--- src/ipv4hc_pkg.sv ---
`timescale 1ns / 1ps
`default_nettype none
// ----------------------------------------------------------------------------
// ipv4hc_pkg
// Types, constants and helpers shared by the IPv4 header checker.
// ----------------------------------------------------------------------------
package ipv4hc_pkg;

   localparam logic [3:0] VERSION_V4   = 4'd4;
   localparam logic [3:0] MIN_IHL      = 4'd5;

   // word positions within the header
   localparam logic [4:0] WORD_TOTAL_LEN = 5'd1;
   localparam logic [4:0] WORD_PROTOCOL  = 5'd4;
   localparam logic [4:0] WORD_CHECKSUM  = 5'd5;
   localparam logic [4:0] WORD_DEST_HI   = 5'd8;
   localparam logic [4:0] WORD_DEST_LO   = 5'd9;

   localparam logic [7:0] PROTO_ICMP = 8'd1;
   localparam logic [7:0] PROTO_UDP  = 8'd17;

   typedef enum logic [2:0] {
      REASON_OK          = 3'd0,
      REASON_BAD_VERSION = 3'd1,
      REASON_SHORT_HDR   = 3'd2,
      REASON_WRONG_DEST  = 3'd3,
      REASON_BAD_CSUM    = 3'd4
   } reason_type;

   typedef enum logic [1:0] {
      DISP_DROP  = 2'd0,
      DISP_ICMP  = 2'd1,
      DISP_UDP   = 2'd2,
      DISP_OTHER = 2'd3
   } dispatch_type;

   typedef struct packed {
      logic        active;
      logic [4:0]  word_count;
      logic [4:0]  header_words;
      logic [15:0] running_sum;
      logic [15:0] stored_checksum;
      logic [15:0] datagram_len;
      logic [7:0]  protocol_seen;
      logic        dest_matches;
   } state_type;

   typedef struct packed {
      logic         accept;
      reason_type   reason;
      logic [7:0]   protocol;
      logic [15:0]  payload_length;
      logic [5:0]   header_bytes;
      dispatch_type dispatch;
   } result_type;

   localparam state_type STATE_RESET = '{
      active:          1'b0,
      word_count:      5'd0,
      header_words:    5'd0,
      running_sum:     16'd0,
      stored_checksum: 16'd0,
      datagram_len:    16'd0,
      protocol_seen:   8'd0,
      dest_matches:    1'b1
   };

   // ones'-complement add with end-around carry
   function automatic logic [15:0] ones_add(input logic [15:0] a, input logic [15:0] b);
      logic [16:0] s;
      s = {1'b0, a} + {1'b0, b};
      return s[15:0] + {15'd0, s[16]};
   endfunction

endpackage
`default_nettype wire

--- src/ipv4hc_step.sv ---
`timescale 1ns / 1ps
`default_nettype none
// ----------------------------------------------------------------------------
// ipv4hc_step
// Per-word header update: next parser state and the result a word causes.
// ----------------------------------------------------------------------------
module ipv4hc_step (
   input  wire logic [15:0]           word,
   input  wire logic                  first,
   input  wire logic [31:0]           my_ip,
   input  wire ipv4hc_pkg::state_type state_cur,
   output ipv4hc_pkg::state_type      state_nxt,
   output logic                       emit,
   output ipv4hc_pkg::result_type     result
);

   logic [3:0]  version;
   logic [3:0]  ihl;
   logic [4:0]  count_nxt;
   logic [5:0]  hbytes;

   assign version   = word[15:12];
   assign ihl       = word[11:8];
   assign count_nxt = state_cur.word_count + 5'd1;
   assign hbytes    = {state_cur.header_words, 1'b0};

   always_comb begin
      state_nxt = state_cur;
      emit      = 1'b0;
      result    = '{accept: 1'b0, reason: ipv4hc_pkg::REASON_OK, protocol: 8'd0,
                    payload_length: 16'd0, header_bytes: 6'd0,
                    dispatch: ipv4hc_pkg::DISP_DROP};

      if (first) begin
         state_nxt.active = 1'b0;
         if (version != ipv4hc_pkg::VERSION_V4) begin
            emit          = 1'b1;
            result.reason = ipv4hc_pkg::REASON_BAD_VERSION;
         end else if (ihl < ipv4hc_pkg::MIN_IHL) begin
            emit          = 1'b1;
            result.reason = ipv4hc_pkg::REASON_SHORT_HDR;
         end else begin
            state_nxt.active          = 1'b1;
            state_nxt.header_words    = {ihl, 1'b0};
            state_nxt.word_count      = 5'd1;
            state_nxt.running_sum     = word;
            state_nxt.stored_checksum = 16'd0;
            state_nxt.datagram_len    = 16'd0;
            state_nxt.protocol_seen   = 8'd0;
            state_nxt.dest_matches    = 1'b1;
         end
      end else if (state_cur.active) begin
         unique case (state_cur.word_count)
            ipv4hc_pkg::WORD_TOTAL_LEN: state_nxt.datagram_len    = word;
            ipv4hc_pkg::WORD_PROTOCOL:  state_nxt.protocol_seen   = word[7:0];
            ipv4hc_pkg::WORD_CHECKSUM:  state_nxt.stored_checksum = word;
            ipv4hc_pkg::WORD_DEST_HI: begin
               if (word != my_ip[31:16]) state_nxt.dest_matches = 1'b0;
            end
            ipv4hc_pkg::WORD_DEST_LO: begin
               if (word != my_ip[15:0]) state_nxt.dest_matches = 1'b0;
            end
            default: ;
         endcase
         if (state_cur.word_count != ipv4hc_pkg::WORD_CHECKSUM) begin
            state_nxt.running_sum = ipv4hc_pkg::ones_add(state_cur.running_sum, word);
         end
         state_nxt.word_count = count_nxt;

         // last header word: close out the header
         if (count_nxt == state_cur.header_words) begin
            state_nxt.active = 1'b0;
            emit             = 1'b1;
            if (!state_nxt.dest_matches) begin
               result.reason = ipv4hc_pkg::REASON_WRONG_DEST;
            end else if (~state_nxt.running_sum != state_nxt.stored_checksum) begin
               result.reason = ipv4hc_pkg::REASON_BAD_CSUM;
            end else begin
               result.accept         = 1'b1;
               result.protocol       = state_nxt.protocol_seen;
               result.payload_length = state_nxt.datagram_len - {10'd0, hbytes};
               result.header_bytes   = hbytes;
               if (state_nxt.protocol_seen == ipv4hc_pkg::PROTO_ICMP) begin
                  result.dispatch = ipv4hc_pkg::DISP_ICMP;
               end else if (state_nxt.protocol_seen == ipv4hc_pkg::PROTO_UDP) begin
                  result.dispatch = ipv4hc_pkg::DISP_UDP;
               end else begin
                  result.dispatch = ipv4hc_pkg::DISP_OTHER;
               end
            end
         end
      end
   end

endmodule
`default_nettype wire

--- src/ipv4_header_checker_core.sv ---
`timescale 1ns / 1ps
`default_nettype none
// ----------------------------------------------------------------------------
// ipv4_header_checker_core
// Checks a streamed IPv4 header and reports accept or reject with dispatch.
// ----------------------------------------------------------------------------
// Usage:
//   req_*  : one 16-bit header word per transfer, req_first_word marks word 0.
//   rsp_*  : one result transfer per finished header, or at once on word 0
//            when the version or header length is bad.
//   csr_*  : write channel for the own address (my_ip), always ready. Write
//            it only while no header is in flight.
// Path: a word that ends a header reaches its result through the input
//   register, then the result register.
// Throughput: one word per cycle unless a result is blocked (see Stall); the
//   single ones'-complement adder in the update path sets that figure.
// Reset: synchronous; clears the valid bits of both pipeline registers, the
//   parser state and my_ip. The block waits for a first word afterwards.
// Stall: while rsp_stall holds a pending result, words that make no result
//   keep flowing; a word that makes a result waits in the input register
//   until the result register frees up. req_stall rises only then.
// ----------------------------------------------------------------------------
module ipv4_header_checker_core (
   input  wire logic        clock,
   input  wire logic        reset,
   // header word channel
   input  wire logic        req_valid,
   output logic             req_stall,
   input  wire logic [15:0] req_header_word,
   input  wire logic        req_first_word,
   // result channel
   output logic             rsp_valid,
   input  wire logic        rsp_stall,
   output logic             rsp_accept,
   output logic [2:0]       rsp_reject_reason,
   output logic [7:0]       rsp_protocol,
   output logic [15:0]      rsp_payload_length,
   output logic [5:0]       rsp_header_bytes,
   output logic [1:0]       rsp_dispatch,
   // configuration
   input  wire logic        csr_valid,
   output logic             csr_ready,
   input  wire logic [31:0] csr_data
);

   // input register
   logic        in_valid_ff, in_valid_in;
   logic [15:0] in_word_ff;
   logic        in_first_ff;

   // parser state and own address
   ipv4hc_pkg::state_type  state_ff, state_in, state_nxt;
   logic [31:0]            my_ip_ff;

   // result register
   logic                   rsp_valid_ff, rsp_valid_in;
   ipv4hc_pkg::result_type rsp_ff, step_result;

   logic step_emit;
   logic advance;
   logic req_xfer;

   ipv4hc_step u_step (
      .word      (in_word_ff),
      .first     (in_first_ff),
      .my_ip     (my_ip_ff),
      .state_cur (state_ff),
      .state_nxt (state_nxt),
      .emit      (step_emit),
      .result    (step_result)
   );

   // Advance the held word unless it makes a result that has nowhere to go.
   assign advance   = in_valid_ff && (!step_emit || !rsp_valid_ff || !rsp_stall);
   assign req_stall = in_valid_ff && !advance;
   assign req_xfer  = req_valid && !req_stall;

   assign in_valid_in  = req_xfer ? 1'b1 : (advance ? 1'b0 : in_valid_ff);
   assign state_in     = advance ? state_nxt : state_ff;
   assign rsp_valid_in = (advance && step_emit) ? 1'b1 :
                         (rsp_stall ? rsp_valid_ff : 1'b0);

   always_ff @(posedge clock) begin
      if (reset) begin
         in_valid_ff  <= 1'b0;
         state_ff     <= ipv4hc_pkg::STATE_RESET;
         rsp_valid_ff <= 1'b0;
      end else begin
         in_valid_ff  <= in_valid_in;
         state_ff     <= state_in;
         rsp_valid_ff <= rsp_valid_in;
      end
   end

   // Capture the word on transfer; hold it while stalled.
   always_ff @(posedge clock) begin
      if (req_xfer) begin
         in_word_ff  <= req_header_word;
         in_first_ff <= req_first_word;
      end
   end

   // Load the result payload only when a result leaves the update logic.
   always_ff @(posedge clock) begin
      if (advance && step_emit) begin
         rsp_ff <= step_result;
      end
   end

   // Own address register; always ready for a write transfer.
   assign csr_ready = 1'b1;

   always_ff @(posedge clock) begin
      if (reset) begin
         my_ip_ff <= 32'd0;
      end else if (csr_valid && csr_ready) begin
         my_ip_ff <= csr_data;
      end
   end

   assign rsp_valid          = rsp_valid_ff;
   assign rsp_accept         = rsp_ff.accept;
   assign rsp_reject_reason  = rsp_ff.reason;
   assign rsp_protocol       = rsp_ff.protocol;
   assign rsp_payload_length = rsp_ff.payload_length;
   assign rsp_header_bytes   = rsp_ff.header_bytes;
   assign rsp_dispatch       = rsp_ff.dispatch;

   // An accepted header never carries a reject reason or a drop class.
   a_accept_clean: assert property (@(posedge clock) disable iff (reset)
      (rsp_valid_ff && rsp_ff.accept) |->
      (rsp_ff.reason == ipv4hc_pkg::REASON_OK && rsp_ff.dispatch != ipv4hc_pkg::DISP_DROP))
      else $error("accepted result with reject reason or drop class");

   // A rejected header reports drop and zeroed length fields.
   a_reject_zero: assert property (@(posedge clock) disable iff (reset)
      (rsp_valid_ff && !rsp_ff.accept) |->
      (rsp_ff.dispatch == ipv4hc_pkg::DISP_DROP && rsp_ff.payload_length == 16'd0 &&
       rsp_ff.header_bytes == 6'd0 && rsp_ff.reason != ipv4hc_pkg::REASON_OK))
      else $error("rejected result with nonzero fields");

   // While a header is open, the word count stays below the header length.
   a_count_bound: assert property (@(posedge clock) disable iff (reset)
      state_ff.active |-> (state_ff.word_count < state_ff.header_words &&
                           state_ff.header_words >= 5'd10))
      else $error("word count ran past header length");

   // A held result that is stalled blocks only a word that makes a result.
   a_stall_cause: assert property (@(posedge clock) disable iff (reset)
      req_stall |-> (in_valid_ff && step_emit && rsp_valid_ff && rsp_stall))
      else $error("input stalled without a blocked result");

endmodule
`default_nettype wire

--- config.mk ---
export PLATFORM = sky130hd
export DESIGN_NAME = ipv4_header_checker_core
export DESIGN_NICKNAME = d
export VERILOG_FILES = /design/src/ipv4hc_pkg.sv /design/src/ipv4hc_step.sv /design/src/ipv4_header_checker_core.sv
export SDC_FILE = /design/constraint.sdc
export NUM_CORES = 1
export LEC_CHECK = 0
export ABC_AREA = 1
export CAP_MARGIN = 20
export CELL_PAD_IN_SITES_DETAIL_PLACEMENT = 0
export CELL_PAD_IN_SITES_GLOBAL_PLACEMENT = 1
export CORE_UTILIZATION = 25
export CTS_BUF_LIST = sky130_fd_sc_hd__clkbuf_4 sky130_fd_sc_hd__clkbuf_8
export DETAILED_ROUTE_END_ITERATION = 8
export DONT_BUFFER_PORTS = 1
export PLACE_DENSITY = 0.46
export SYNTH_ARGS = -nofsm -noshare
export SYNTH_HDL_FRONTEND = slang
export SYNTH_SLANG_ARGS = --single-unit
--- constraint.sdc ---
create_clock -name clock -period 9.65 [get_ports clock]
set_input_delay 2.4125 -clock clock [delete_from_list [all_inputs] [get_ports clock]]
set_output_delay 2.4125 -clock clock [all_outputs]
set_load 0.005 [all_outputs]
==> metrics.txt, run 1 <==
status=complete, no violations; effective utilization at floorplan=0.255; pwr/cell area=135 nW/um^2; transition time at the pin with the least slew margin=971 ps; pin count of the biggest net entering global routing=66; fraction of synthesis flops using an asynchronous set or reset pin=0; post-layout net count=1,323; cells resized by post-CTS repair=0; aggregate negative setup slack=0 ps; footprint of the flip-flops and latches=3550 um^2; Synth Register Bits=152; part of the Yosys area used for sequential elements=0.400; R2R Setup Slk=4580 ps; Final Cycle Share=0.540; post-layout minimum cycle time=5210 ps; Inserted Clock Buffers=17; worst r2r dst=rsp_payload_length[0]; Worst Hold Launch=state_ff[19]; placeable core region=34,800 um^2; clock latency at the later pin of the worst-skew pair=490 ps; drt pass-1 iters=5; most used cells in the layout excluding fill and tap cells=sky130_fd_sc_hd__nand2_1 (357), sky130_fd_sc_hd__inv_1 (149), sky130_fd_sc_hd__nor2_1 (118), sky130_fd_sc_hd__dfxtp_1 (101), sky130_fd_sc_hd__a21oi_1 (86); die boundary height=191 um; average vias per placed instance=4.48; cell chosen for the clock root=sky130_fd_sc_hd__clkbuf_8; DRC violations left=0; number of maximum-capacitance violations=0; vias in the first global route=7,589; multi-input gate area in the final layout=4540 um^2; global-route wire length before repair=46.1 mm; number of buffers on the longest clock path=2; initial detailed-routing violation count=425; RSZ-0062 raised after global routing=false; Max Clock Freq=0.192 GHz; post-layout utilization of the core=0.280; largest fanout on the critical path=3; slew margin rel.=0.347; Buffers on Ports=0; required time at the endpoint of the critical path=7240 ps; initial antenna violation count=3; GRT Residual Overflow=0; Std-Cell Rows=68; full die area=36,300 um^2; total via count in the routed design=7,669; WHS Path Cells=2; number of buffers inserted to repair setup after CTS=0; count of flip-flops with a built-in enable after synthesis=51; aggregate global-route resource usage=0.172; total number of clock tree sinks=152; setup violation total in the final timing report=0; Leakage Power=4.10 nW; number of top-level pins=93; total number of H-tree levels=4; proportion of layout cells with a drive suffix above 1=0.0908; final setup slack of the worst path=4440 ps; worst ir drop on vdd=0.176 mV; area of the mapped netlist=8890 um^2; capture endpoint of the worst hold path=state_ff[19]; max-slew violation total from the final report=0; count of cells along the worst register-to-register path=30; CTS tree=done; post-cts hold buffer count=0; Area growth, synth to finish=9.46%; fill count=3,837; number of unique standard cell types used by synthesis=46; DRT antenna net count=0; commonest non-fill, non-tap cell in the layout=sky130_fd_sc_hd__nand2_1; synth warn=0; area of placed instances=9320 um^2; worst slack after detailed placement=3920 ps; top_reg_cell synth=sky130_fd_sc_hd__dfxtp_1; origin of the critical flop-to-flop path=in_word_ff[0]; clock transition at the register clock pins on the worst setup and hold paths after CTS=90 ps; detailed placement HPWL=21.8 mm; die outline width=191 um; average wire length per cell after detail routing=17.6 um; type of the worst setup path=primary input to output port; startpoint kind of the worst setup timing path=primary input; Clock Skews=23.5 ps; Min-Delay Path Class=flip-flop to flip-flop; Hold Violations, Final=0; gate count after technology mapping=1,257; capturing element type of the critical path=output port; weighted congestion at the end of routability-driven global placement=0.789; area of all placed cells without fillers=9730 um^2; data arrival time at the worst-slack endpoint=2800 ps; aggregate routed wire length=30.2 mm; average cell area after synthesis=7.07 um^2
==> state kept, by name, indices dropped and copies added (netlist names) <==
| name | flops |
|---|---|
| state_ff | 67 |
| my_ip_ff | 32 |
| in_word_ff | 16 |
| rsp_payload_length | 16 |
| rsp_protocol | 8 |
| rsp_header_bytes | 4 |
| rsp_reject_reason | 3 |
| rsp_dispatch | 2 |
| in_first_ff | 1 |
| in_valid_ff | 1 |
| rsp_accept | 1 |
| rsp_valid | 1 |
==> critical path, stage by stage <==
cell	delay, ps
sky130_fd_sc_hd__nand2_1	60
sky130_fd_sc_hd__inv_1	60
sky130_fd_sc_hd__nand2_1	70
sky130_fd_sc_hd__nor2_1	190
==> area by class of cell <==
cell class              count  share of cell area
multi-input cells         908               0.467
flip-flops and latches    152               0.365
well taps                 455              0.0585
inverters                 151              0.0584
clock buffers              18              0.0248
clock inverters            14              0.0153
repair buffers             12              0.0105
diodes                      1            0.000257
==> layer usage <==
metal	vias to the layer above	global-route usage	wire length (um)
met5	-	0	10
met4	2	0.0422	394
met3	26	0.0309	1080
met2	140	0.280	13600
met1	3520	0.233	15100
li1	3981	-	-
==> cell usage after synthesis (2+ instances only) <==
| cell type | n | area share |
|---|---|---|
| sky130_fd_sc_hd__nor4_1 | 5 | 0.0035 |
| sky130_fd_sc_hd__nand2_1 | 357 | 0.15 |
| sky130_fd_sc_hd__a21oi_1 | 86 | 0.048 |
| sky130_fd_sc_hd__fa_1 | 2 | 0.0045 |
| sky130_fd_sc_hd__ha_1 | 25 | 0.035 |
| sky130_fd_sc_hd__nand4_1 | 12 | 0.0084 |
| sky130_fd_sc_hd__buf_4 | 4 | 0.0034 |
| sky130_fd_sc_hd__a211oi_1 | 2 | 0.0017 |
| sky130_fd_sc_hd__conb_1 | 2 | 0.00084 |
| sky130_fd_sc_hd__nor2_1 | 119 | 0.050 |
| sky130_fd_sc_hd__edfxtp_1 | 51 | 0.17 |
| sky130_fd_sc_hd__o21bai_1 | 3 | 0.0025 |
| sky130_fd_sc_hd__nand3_2 | 4 | 0.0045 |
| sky130_fd_sc_hd__buf_2 | 11 | 0.0062 |
| sky130_fd_sc_hd__nor2_2 | 35 | 0.025 |
| sky130_fd_sc_hd__nand3b_1 | 7 | 0.0059 |
| sky130_fd_sc_hd__xnor2_1 | 12 | 0.012 |
| sky130_fd_sc_hd__buf_6 | 4 | 0.0051 |
| sky130_fd_sc_hd__a31oi_1 | 7 | 0.0049 |
| sky130_fd_sc_hd__o21ai_1 | 3 | 0.0017 |
| sky130_fd_sc_hd__o21ai_0 | 75 | 0.042 |
| sky130_fd_sc_hd__and2_1 | 3 | 0.0021 |
| sky130_fd_sc_hd__inv_1 | 149 | 0.063 |
| sky130_fd_sc_hd__nor3_1 | 11 | 0.0062 |
| sky130_fd_sc_hd__nand2_2 | 6 | 0.0042 |
| sky130_fd_sc_hd__clkbuf_1 | 27 | 0.011 |
| sky130_fd_sc_hd__nor2_4 | 3 | 0.0038 |
| sky130_fd_sc_hd__xor2_1 | 27 | 0.027 |
| sky130_fd_sc_hd__nand3_1 | 72 | 0.041 |
| sky130_fd_sc_hd__or2_2 | 17 | 0.012 |
| sky130_fd_sc_hd__dfxtp_1 | 101 | 0.23 |
==> logic make-up after synthesis <==
family | after synthesis | share of synthesized area
flops | 152 | 0.400
xor+xnor | 39 | 0.0384
fa+ha+maj | 27 | 0.0397
mux | 2 | 0.00239
compound gates | 184 | 0.109
simple gates | 653 | 0.320
other cells | 2 | 0.000845
buf+inv | 198 | 0.0904
==> metrics by stage <==
step,instances,hold slack [ps],power (W)
5_1_grt,1710,472,0.00137
2_1_floorplan,1258,437,0.000777
3_3_place_gp,1677,439,0.000813
4_1_cts,1709,462,0.00134
6_report,1711,458,0.00131
3_5_place_dp,1677,447,0.000812
==> power breakdown <==
group          switching, W  internal, W
sequential        0.0000208     0.000677
clock              0.000282     0.000234
combinational     0.0000655    0.0000310
==> how the worst max path moves through the flow <==
stage	startpoint	to	slack, ps	depth (start not counted)
CTS	in_word_ff[0]	rsp_payload_length[0]	3930	29
finish	rsp_stall	req_stall	4440	4
global route	in_word_ff[0]	rsp_payload_length[0]	4140	30
detailed placement	in_word_ff[0]	rsp_payload_length[0]	3920	29
floorplan	rsp_stall	req_stall	4520	4
global placement	in_word_ff[0]	rsp_payload_length[0]	4090	29
No activity file was read; power rests on OpenSTA's default activity.
==> run 2: changes to the inputs <==
--- a/config.mk
+++ b/config.mk
@@ -13,7 +13,7 @@
 export CTS_BUF_LIST = sky130_fd_sc_hd__clkbuf_4 sky130_fd_sc_hd__clkbuf_8
 export DETAILED_ROUTE_END_ITERATION = 8
 export DONT_BUFFER_PORTS = 1
-export PLACE_DENSITY = 0.46
+export PLACE_DENSITY = 0.48
 export SYNTH_ARGS = -nofsm -noshare
 export SYNTH_HDL_FRONTEND = slang
 export SYNTH_SLANG_ARGS = --single-unit
==> constraint.sdc (replaced) <==
create_clock -name clock -period 4.6 [get_ports clock]
set_input_delay 1.15 -clock clock [delete_from_list [all_inputs] [get_ports clock]]
set_output_delay 1.15 -clock clock [all_outputs]
set_load 0.005 [all_outputs]
==> run 2 against run 1 <==
Critical endpoint is now rsp_protocol[2]. Core utilization rose by 1.3 points. Worst setup slack got worse by 4000 ps. Clock skew rose by 11 ps. Sequential share of layout area fell by 1.6 points.
==> metrics.txt, run 2 (synthesized netlist as in run 1, its figures left out) <==
status=complete, no violations; startpoint kind of the worst setup timing path=flip-flop; full die area=36,300 um^2 (unchanged); slowest library cell on the worst path=sky130_fd_sc_hd__edfxtp_1; GRT Residual Overflow=0 (unchanged); GR Layer Usage met2=0.267 (-0.0136); aggregate routed wire length=30.9 mm (+2.3%); effective utilization at floorplan=0.255 (unchanged); Leakage Power=4.28 nW (+4.5%); R2R Setup Slk=420 ps (-4160 ps); aggregate negative setup slack=0 ps (unchanged); worst slack after detailed placement=178 ps (-3750 ps); timing startpoint of the critical path=in_word_ff[4]; pin count of the biggest net entering global routing=66 (unchanged); Buffers on Ports=0 (unchanged); final setup slack of the worst path=423 ps (-4020 ps); required time at the endpoint of the critical path=4940 ps (-2300 ps); initial antenna violation count=5 (+2); cell chosen for the clock root=sky130_fd_sc_hd__clkbuf_8; setup violation total in the final timing report=0 (unchanged); total number of clock tree sinks=152 (unchanged); largest stage delay on the critical path=500 ps (+310 ps); die boundary height=191 um (unchanged); fraction of met3 tracks used by global routing=0.0458 (+0.0149); Largest register FFs=67 (unchanged); Final Cycle Share=0.908; proportion of layout cells with a drive suffix above 1=0.131 (+0.0403); post-cts hold buffer count=0 (unchanged); count of cells along the worst register-to-register path=28 (-6.7%); fill count=3,810 (-0.70%); busiest layer in global routing=met2; Min-Delay Path Class=flip-flop to flip-flop; register containing the most flip-flops in the final layout=state_ff; family with the most delay on the worst path=simple AND/OR/NAND/NOR gates; worst r2r dst=rsp_protocol[2]; Std-Cell Rows=68 (unchanged); worst ir drop on vdd=0.227 mV (+29%); initial detailed-routing violation count=400 (-5.9%); slew margin rel.=0.370 (+0.0236); weighted congestion at the end of routability-driven global placement=0.771 (-2.3%); number of maximum-capacitance violations=0 (unchanged); Area growth, synth to finish=14.6%; Inserted Clock Buffers=17 (unchanged); DRT antenna net count=0 (unchanged); DRC violations left=0 (unchanged); CTS tree=done; vias in the first global route=7,421 (-2.2%); clock transition at the register clock pins on the worst setup and hold paths after CTS=90 ps (about the same); capturing element type of the critical path=flip-flop; average vias per placed instance=4.50 (+0.37%); critical path depth in cells=28 (+24); global-route wire length before repair=46.4 mm (+0.69%); max-slew violation total from the final report=0 (unchanged); buffer and inverter count on the worst path=2 (+1); drt pass-1 iters=4 (-1); total via count in the routed design=7,814 (+1.9%); transition time at the pin with the least slew margin=936 ps (-35.0 ps); number of top-level pins=93 (unchanged); Max Clock Freq=0.239 GHz; total number of H-tree levels=4 (unchanged); largest registers in the final layout=state_ff x67, my_ip_ff x32; type of the worst setup path=flip-flop to flip-flop; number of buffers on the longest clock path=2 (unchanged); data arrival time at the worst-slack endpoint=4520 ps (+1720 ps); pwr/cell area=277 nW/um^2 (+110%); average wire length per cell after detail routing=17.8 um (+0.79%); placeable core region=34,800 um^2 (unchanged); most used cells in the layout excluding fill and tap cells=sky130_fd_sc_hd__nand2_1 (354), sky130_fd_sc_hd__inv_1 (149), sky130_fd_sc_hd__nor2_1 (117), sky130_fd_sc_hd__dfxtp_1 (98), sky130_fd_sc_hd__a21oi_1 (85); routing usage on met1=0.242 (+0.00951); clock latency at the later pin of the worst-skew pair=500 ps (about the same); Hold Violations, Final=0 (unchanged); Clock Skews=34.6 ps (+11.1 ps); post-layout minimum cycle time=4180 ps; destination of the critical timing path=rsp_protocol[2]; commonest non-fill, non-tap cell in the layout=sky130_fd_sc_hd__nand2_1; largest fanout on the critical path=8 (+5); post-layout net count=1,349 (+2.0%); aggregate global-route resource usage=0.175 (+0.00308); detailed placement HPWL=22.7 mm (+4.5%); origin of the critical flop-to-flop path=in_word_ff[4]; die outline width=191 um (unchanged); CP dominant cell by count=sky130_fd_sc_hd__nand2_1
==> run 2: cell types whose count changed in the layout (fill, tap and decap cells not counted), moves of 3 or more <==
cell,change
sky130_fd_sc_hd__ha_4,+10
sky130_fd_sc_hd__nand2_2,+3
sky130_fd_sc_hd__dfxtp_1,-3
sky130_fd_sc_hd__ha_1,-11
sky130_fd_sc_hd__dfxtp_2,+3
sky130_fd_sc_hd__buf_4,+21
sky130_fd_sc_hd__inv_4,+3
sky130_fd_sc_hd__nand2_1,-3
sky130_fd_sc_hd__nand3_1,-5
sky130_fd_sc_hd__clkinvlp_4,-4
sky130_fd_sc_hd__nand3_2,+4
==> run 2: through the flow <==
step	cells	total power (W)	cell area, um^2	util	hold slack [ps]
detailed placement	1697	0.00172	9500	0.273	447
global placement	1696	0.00172	9480	0.273	441
floorplan	1258	0.00163	8890	-	437
CTS	1729	0.00286	9910	0.285	462
finish	1737	0.00282	10200	0.293	460
global route	1736	0.00295	10200	0.293	474
==> run 2: layer usage <==
metal | routed length (um) | up-vias
met5 | 28 | -
met4 | 452 | 4
met3 | 1460 | 23
met2 | 13400 | 134
met1 | 15600 | 3610
li1 | - | 4043
==> run 2: final cells by class <==
cell class,count,area (um^2),area share
Clock buffer,18,248,0.0243
Timing Repair Buffer,38,357,0.0350
Inverter,151,568,0.0557
Tap cell,455,569,0.0559
Multi-Input combinational cell,908,4730,0.464
Antenna cell,1,2.50,0.000246
Clock inverter,14,160,0.0157
Sequential cell,152,3560,0.349
==> run 2: worst min path at each step <==
stage | slack, ps | start | depth (start not counted) | endpoint
final | 460 | state_ff[38] | 2 | state_ff[38]
after global routing | 470 | state_ff[39] | 2 | state_ff[39]
after CTS | 460 | state_ff[38] | 2 | state_ff[38]
after detailed placement | 450 | state_ff[38] | 2 | state_ff[38]
after global placement | 440 | state_ff[24] | 2 | state_ff[24]
after floorplan | 440 | state_ff[24] | 2 | state_ff[24]
==> run 2: timing repair <==
item | CTS | global route
gates resized for setup | 0 | 36
setup buffers | 0 | 4
endpoints found under the setup margin | 0 | 32
endpoints found under the hold margin | 0 | 0
==> run 2: worst min-delay path: stages, from the launching register on <==
cell and delay (ps):
sky130_fd_sc_hd__dfxtp_1 320, sky130_fd_sc_hd__nand2_1 60, sky130_fd_sc_hd__a21oi_1 50
==> run 2: power breakdown <==
part	switching, W	internal [W]	total [W]
clock network	0.000616	0.000511	0.00113
registers	0.0000282	0.00142	0.00145
logic	0.000163	0.0000820	0.000245
total	0.000807	0.00201	0.00282
==> run 3: changes to the inputs <==
--- a/config.mk
+++ b/config.mk
@@ -14,6 +14,7 @@
 export DETAILED_ROUTE_END_ITERATION = 8
 export DONT_BUFFER_PORTS = 1
 export PLACE_DENSITY = 0.48
+export RECOVER_POWER = 50
 export SYNTH_ARGS = -nofsm -noshare
 export SYNTH_HDL_FRONTEND = slang
 export SYNTH_SLANG_ARGS = --single-unit
==> run 3 against run 2 <==
Count of clock-buffer cells in the layout unchanged. Critical path type unchanged. Die area unchanged. Critical path depth unchanged. Non-clock buffer count unchanged. Final cell count unchanged. Design area down 0.32%. Global-route usage unchanged. Register-to-register slack about the same. Clock power about the same.
==> metrics.txt, run 3 (synthesized netlist as in run 1, its figures left out) <==
type of the worst setup path=flip-flop to flip-flop; aggregate routed wire length=30.9 mm (about the same); Min-Delay Path Class=flip-flop to flip-flop; average vias per placed instance=4.51 (+0.22%); startpoint kind of the worst setup timing path=flip-flop; Buffers on Ports=0 (unchanged); GRT Residual Overflow=0 (unchanged); Met2 Wirelength=13.4 mm (about the same); post-layout net count=1,349 (unchanged); max-slew violation total from the final report=0 (unchanged); most used cells in the layout excluding fill and tap cells=sky130_fd_sc_hd__nand2_1 (354), sky130_fd_sc_hd__inv_1 (149), sky130_fd_sc_hd__nor2_1 (118), sky130_fd_sc_hd__dfxtp_1 (98), sky130_fd_sc_hd__a21oi_1 (85); proportion of layout cells with a drive suffix above 1=0.127 (-0.00390); R2R Setup Slk=430 ps (about the same); weighted congestion at the end of routability-driven global placement=0.771 (unchanged); drt pass-1 iters=5 (+1); WHS Path Cells=2 (unchanged); clock transition at the register clock pins on the worst setup and hold paths after CTS=90 ps (about the same); aggregate negative setup slack=0 ps (unchanged); worst ir drop on vdd=0.227 mV (about the same); number of top-level pins=93 (unchanged); top routing layer in use=met5; aggregate global-route resource usage=0.175 (unchanged); area of all placed cells without fillers=10,200 um^2 (-0.32%); pin count of the biggest net entering global routing=66 (unchanged); Hold Violations, Final=0 (unchanged); CP dominant cell by count=sky130_fd_sc_hd__nand2_1; post-layout minimum cycle time=4170 ps (-4.32 ps); total number of clock tree sinks=152 (unchanged); Worst Hold Launch=state_ff[38]; slowest library cell on the worst path=sky130_fd_sc_hd__edfxtp_1; Largest register FFs=67 (unchanged); transition time at the pin with the least slew margin=1370 ps (+434 ps); detailed placement HPWL=22.7 mm (unchanged); area of placed instances=9500 um^2 (unchanged); setup violation total in the final timing report=0 (unchanged); effective utilization at floorplan=0.255 (unchanged); CTS tree=done; Final Cycle Share=0.907 (-0.000938); Max Clock Freq=0.240 GHz (+0.10%); Std-Cell Rows=68 (unchanged); initial antenna violation count=5 (unchanged); status=complete, no violations; cell chosen for the clock root=sky130_fd_sc_hd__clkbuf_8; number of buffers on the longest clock path=2 (unchanged); capture endpoint of the worst hold path=state_ff[38]; placeable core region=34,800 um^2 (unchanged); DRT antenna net count=0 (unchanged); average wire length per cell after detail routing=17.8 um (about the same); origin of the critical flop-to-flop path=in_word_ff[4]; initial detailed-routing violation count=385 (-3.8%); largest stage delay on the critical path=500 ps (about the same); number of maximum-capacitance violations=0 (unchanged); global-route wire length before repair=46.4 mm (unchanged); worst r2r dst=rsp_protocol[2]; Leakage Power=4.26 nW (-0.43%); DRC violations left=0 (unchanged); routed length on met1=15.5 mm (about the same); die outline width=191 um (unchanged); final setup slack of the worst path=428 ps (+4.32 ps); detailed route wirelength on metal3=1.45 mm (-0.69%); worst slack after detailed placement=178 ps (unchanged); pwr/cell area=278 nW/um^2 (+0.36%); die boundary height=191 um (unchanged); vias in the first global route=7,421 (unchanged); largest registers in the final layout=state_ff x67, my_ip_ff x32; post-cts hold buffer count=0 (unchanged); register containing the most flip-flops in the final layout=state_ff; Clock Skews=34.3 ps (-0.279 ps); Area growth, synth to finish=14.3%; largest fanout on the critical path=8 (unchanged); count of cells along the worst register-to-register path=28 (unchanged); total via count in the routed design=7,831 (+0.22%); required time at the endpoint of the critical path=4950 ps (about the same); commonest non-fill, non-tap cell in the layout=sky130_fd_sc_hd__nand2_1; total number of H-tree levels=4 (unchanged); capturing element type of the critical path=flip-flop; clock latency at the later pin of the worst-skew pair=510 ps (about the same); family with the most delay on the worst path=simple AND/OR/NAND/NOR gates; data arrival time at the worst-slack endpoint=4520 ps (about the same); Inserted Clock Buffers=17 (unchanged); full die area=36,300 um^2 (unchanged); Power, Total=0.00282 W (about the same); slew margin rel.=0.0866 (-0.284); buffer and inverter count on the worst path=2 (unchanged)
## run 3: cell types whose count changed in the layout (fill, tap and decap cells not counted)
cell                       change
sky130_fd_sc_hd__buf_4         -4
sky130_fd_sc_hd__buf_8         -1
sky130_fd_sc_hd__clkbuf_1      +4
sky130_fd_sc_hd__clkbuf_2      +1
sky130_fd_sc_hd__nor2_1        +1
sky130_fd_sc_hd__nor2_4        -1
## run 3: routing by layer
layer | track usage | vias up
met1 | 0.242 | 3629
met5 | 0 | -
li1 | - | 4041
met2 | 0.267 | 134
met3 | 0.0458 | 23
met4 | 0.0455 | 4
## run 3: how the worst max path moves through the flow
stage                   from                    end  depth (start not counted)
6_report       in_word_ff[4]        rsp_protocol[2]                         28
5_1_grt        in_word_ff[4]        rsp_protocol[2]                         30
4_1_cts        in_word_ff[0]  rsp_payload_length[0]                         30
3_5_place_dp   in_word_ff[0]  rsp_payload_length[0]                         30
3_3_place_gp   in_word_ff[0]  rsp_payload_length[0]                         30
2_1_floorplan  in_word_ff[0]        rsp_protocol[4]                         30
## run 3: final cells by class
class | count | area [um^2]
diodes | 1 | 2.50
clock buffers | 18 | 248
clock inverters | 14 | 160
fillers | 3813 | 24600
inverters | 151 | 568
multi-input cells | 908 | 4720
flip-flops and latches | 152 | 3560
well taps | 455 | 569
repair buffers | 38 | 332
## run 3: timing repair
item	CTS	global route
setup buffers	0	4
setup endpoints to repair	0	32
resized for setup	0	36
## run 3: worst reg2reg max path: cells and delay by family (launching register included)
kind	cells	cell delay [ps]
DFF	1	500
adders and majority gates	3	750
and+or+nand+nor	21	2230
buffers and inverters	2	320
AOI/OAI and AO/OA	2	250
## run 3: stage by stage
step	hold WS [ps]	instances	util
after global routing	474	1736	0.292
after CTS	462	1729	0.285
after global placement	441	1696	0.273
after floorplan	437	1258	-
after detailed placement	447	1697	0.273
final	460	1737	0.292
## run 3: where the power goes
| part | total (W) | internal [W] | switching [W] |
|---|---|---|---|
| Sequential | 0.00145 | 0.00142 | 0.0000282 |
| Clock | 0.00113 | 0.000511 | 0.000620 |
| Combinational | 0.000242 | 0.0000801 | 0.000162 |
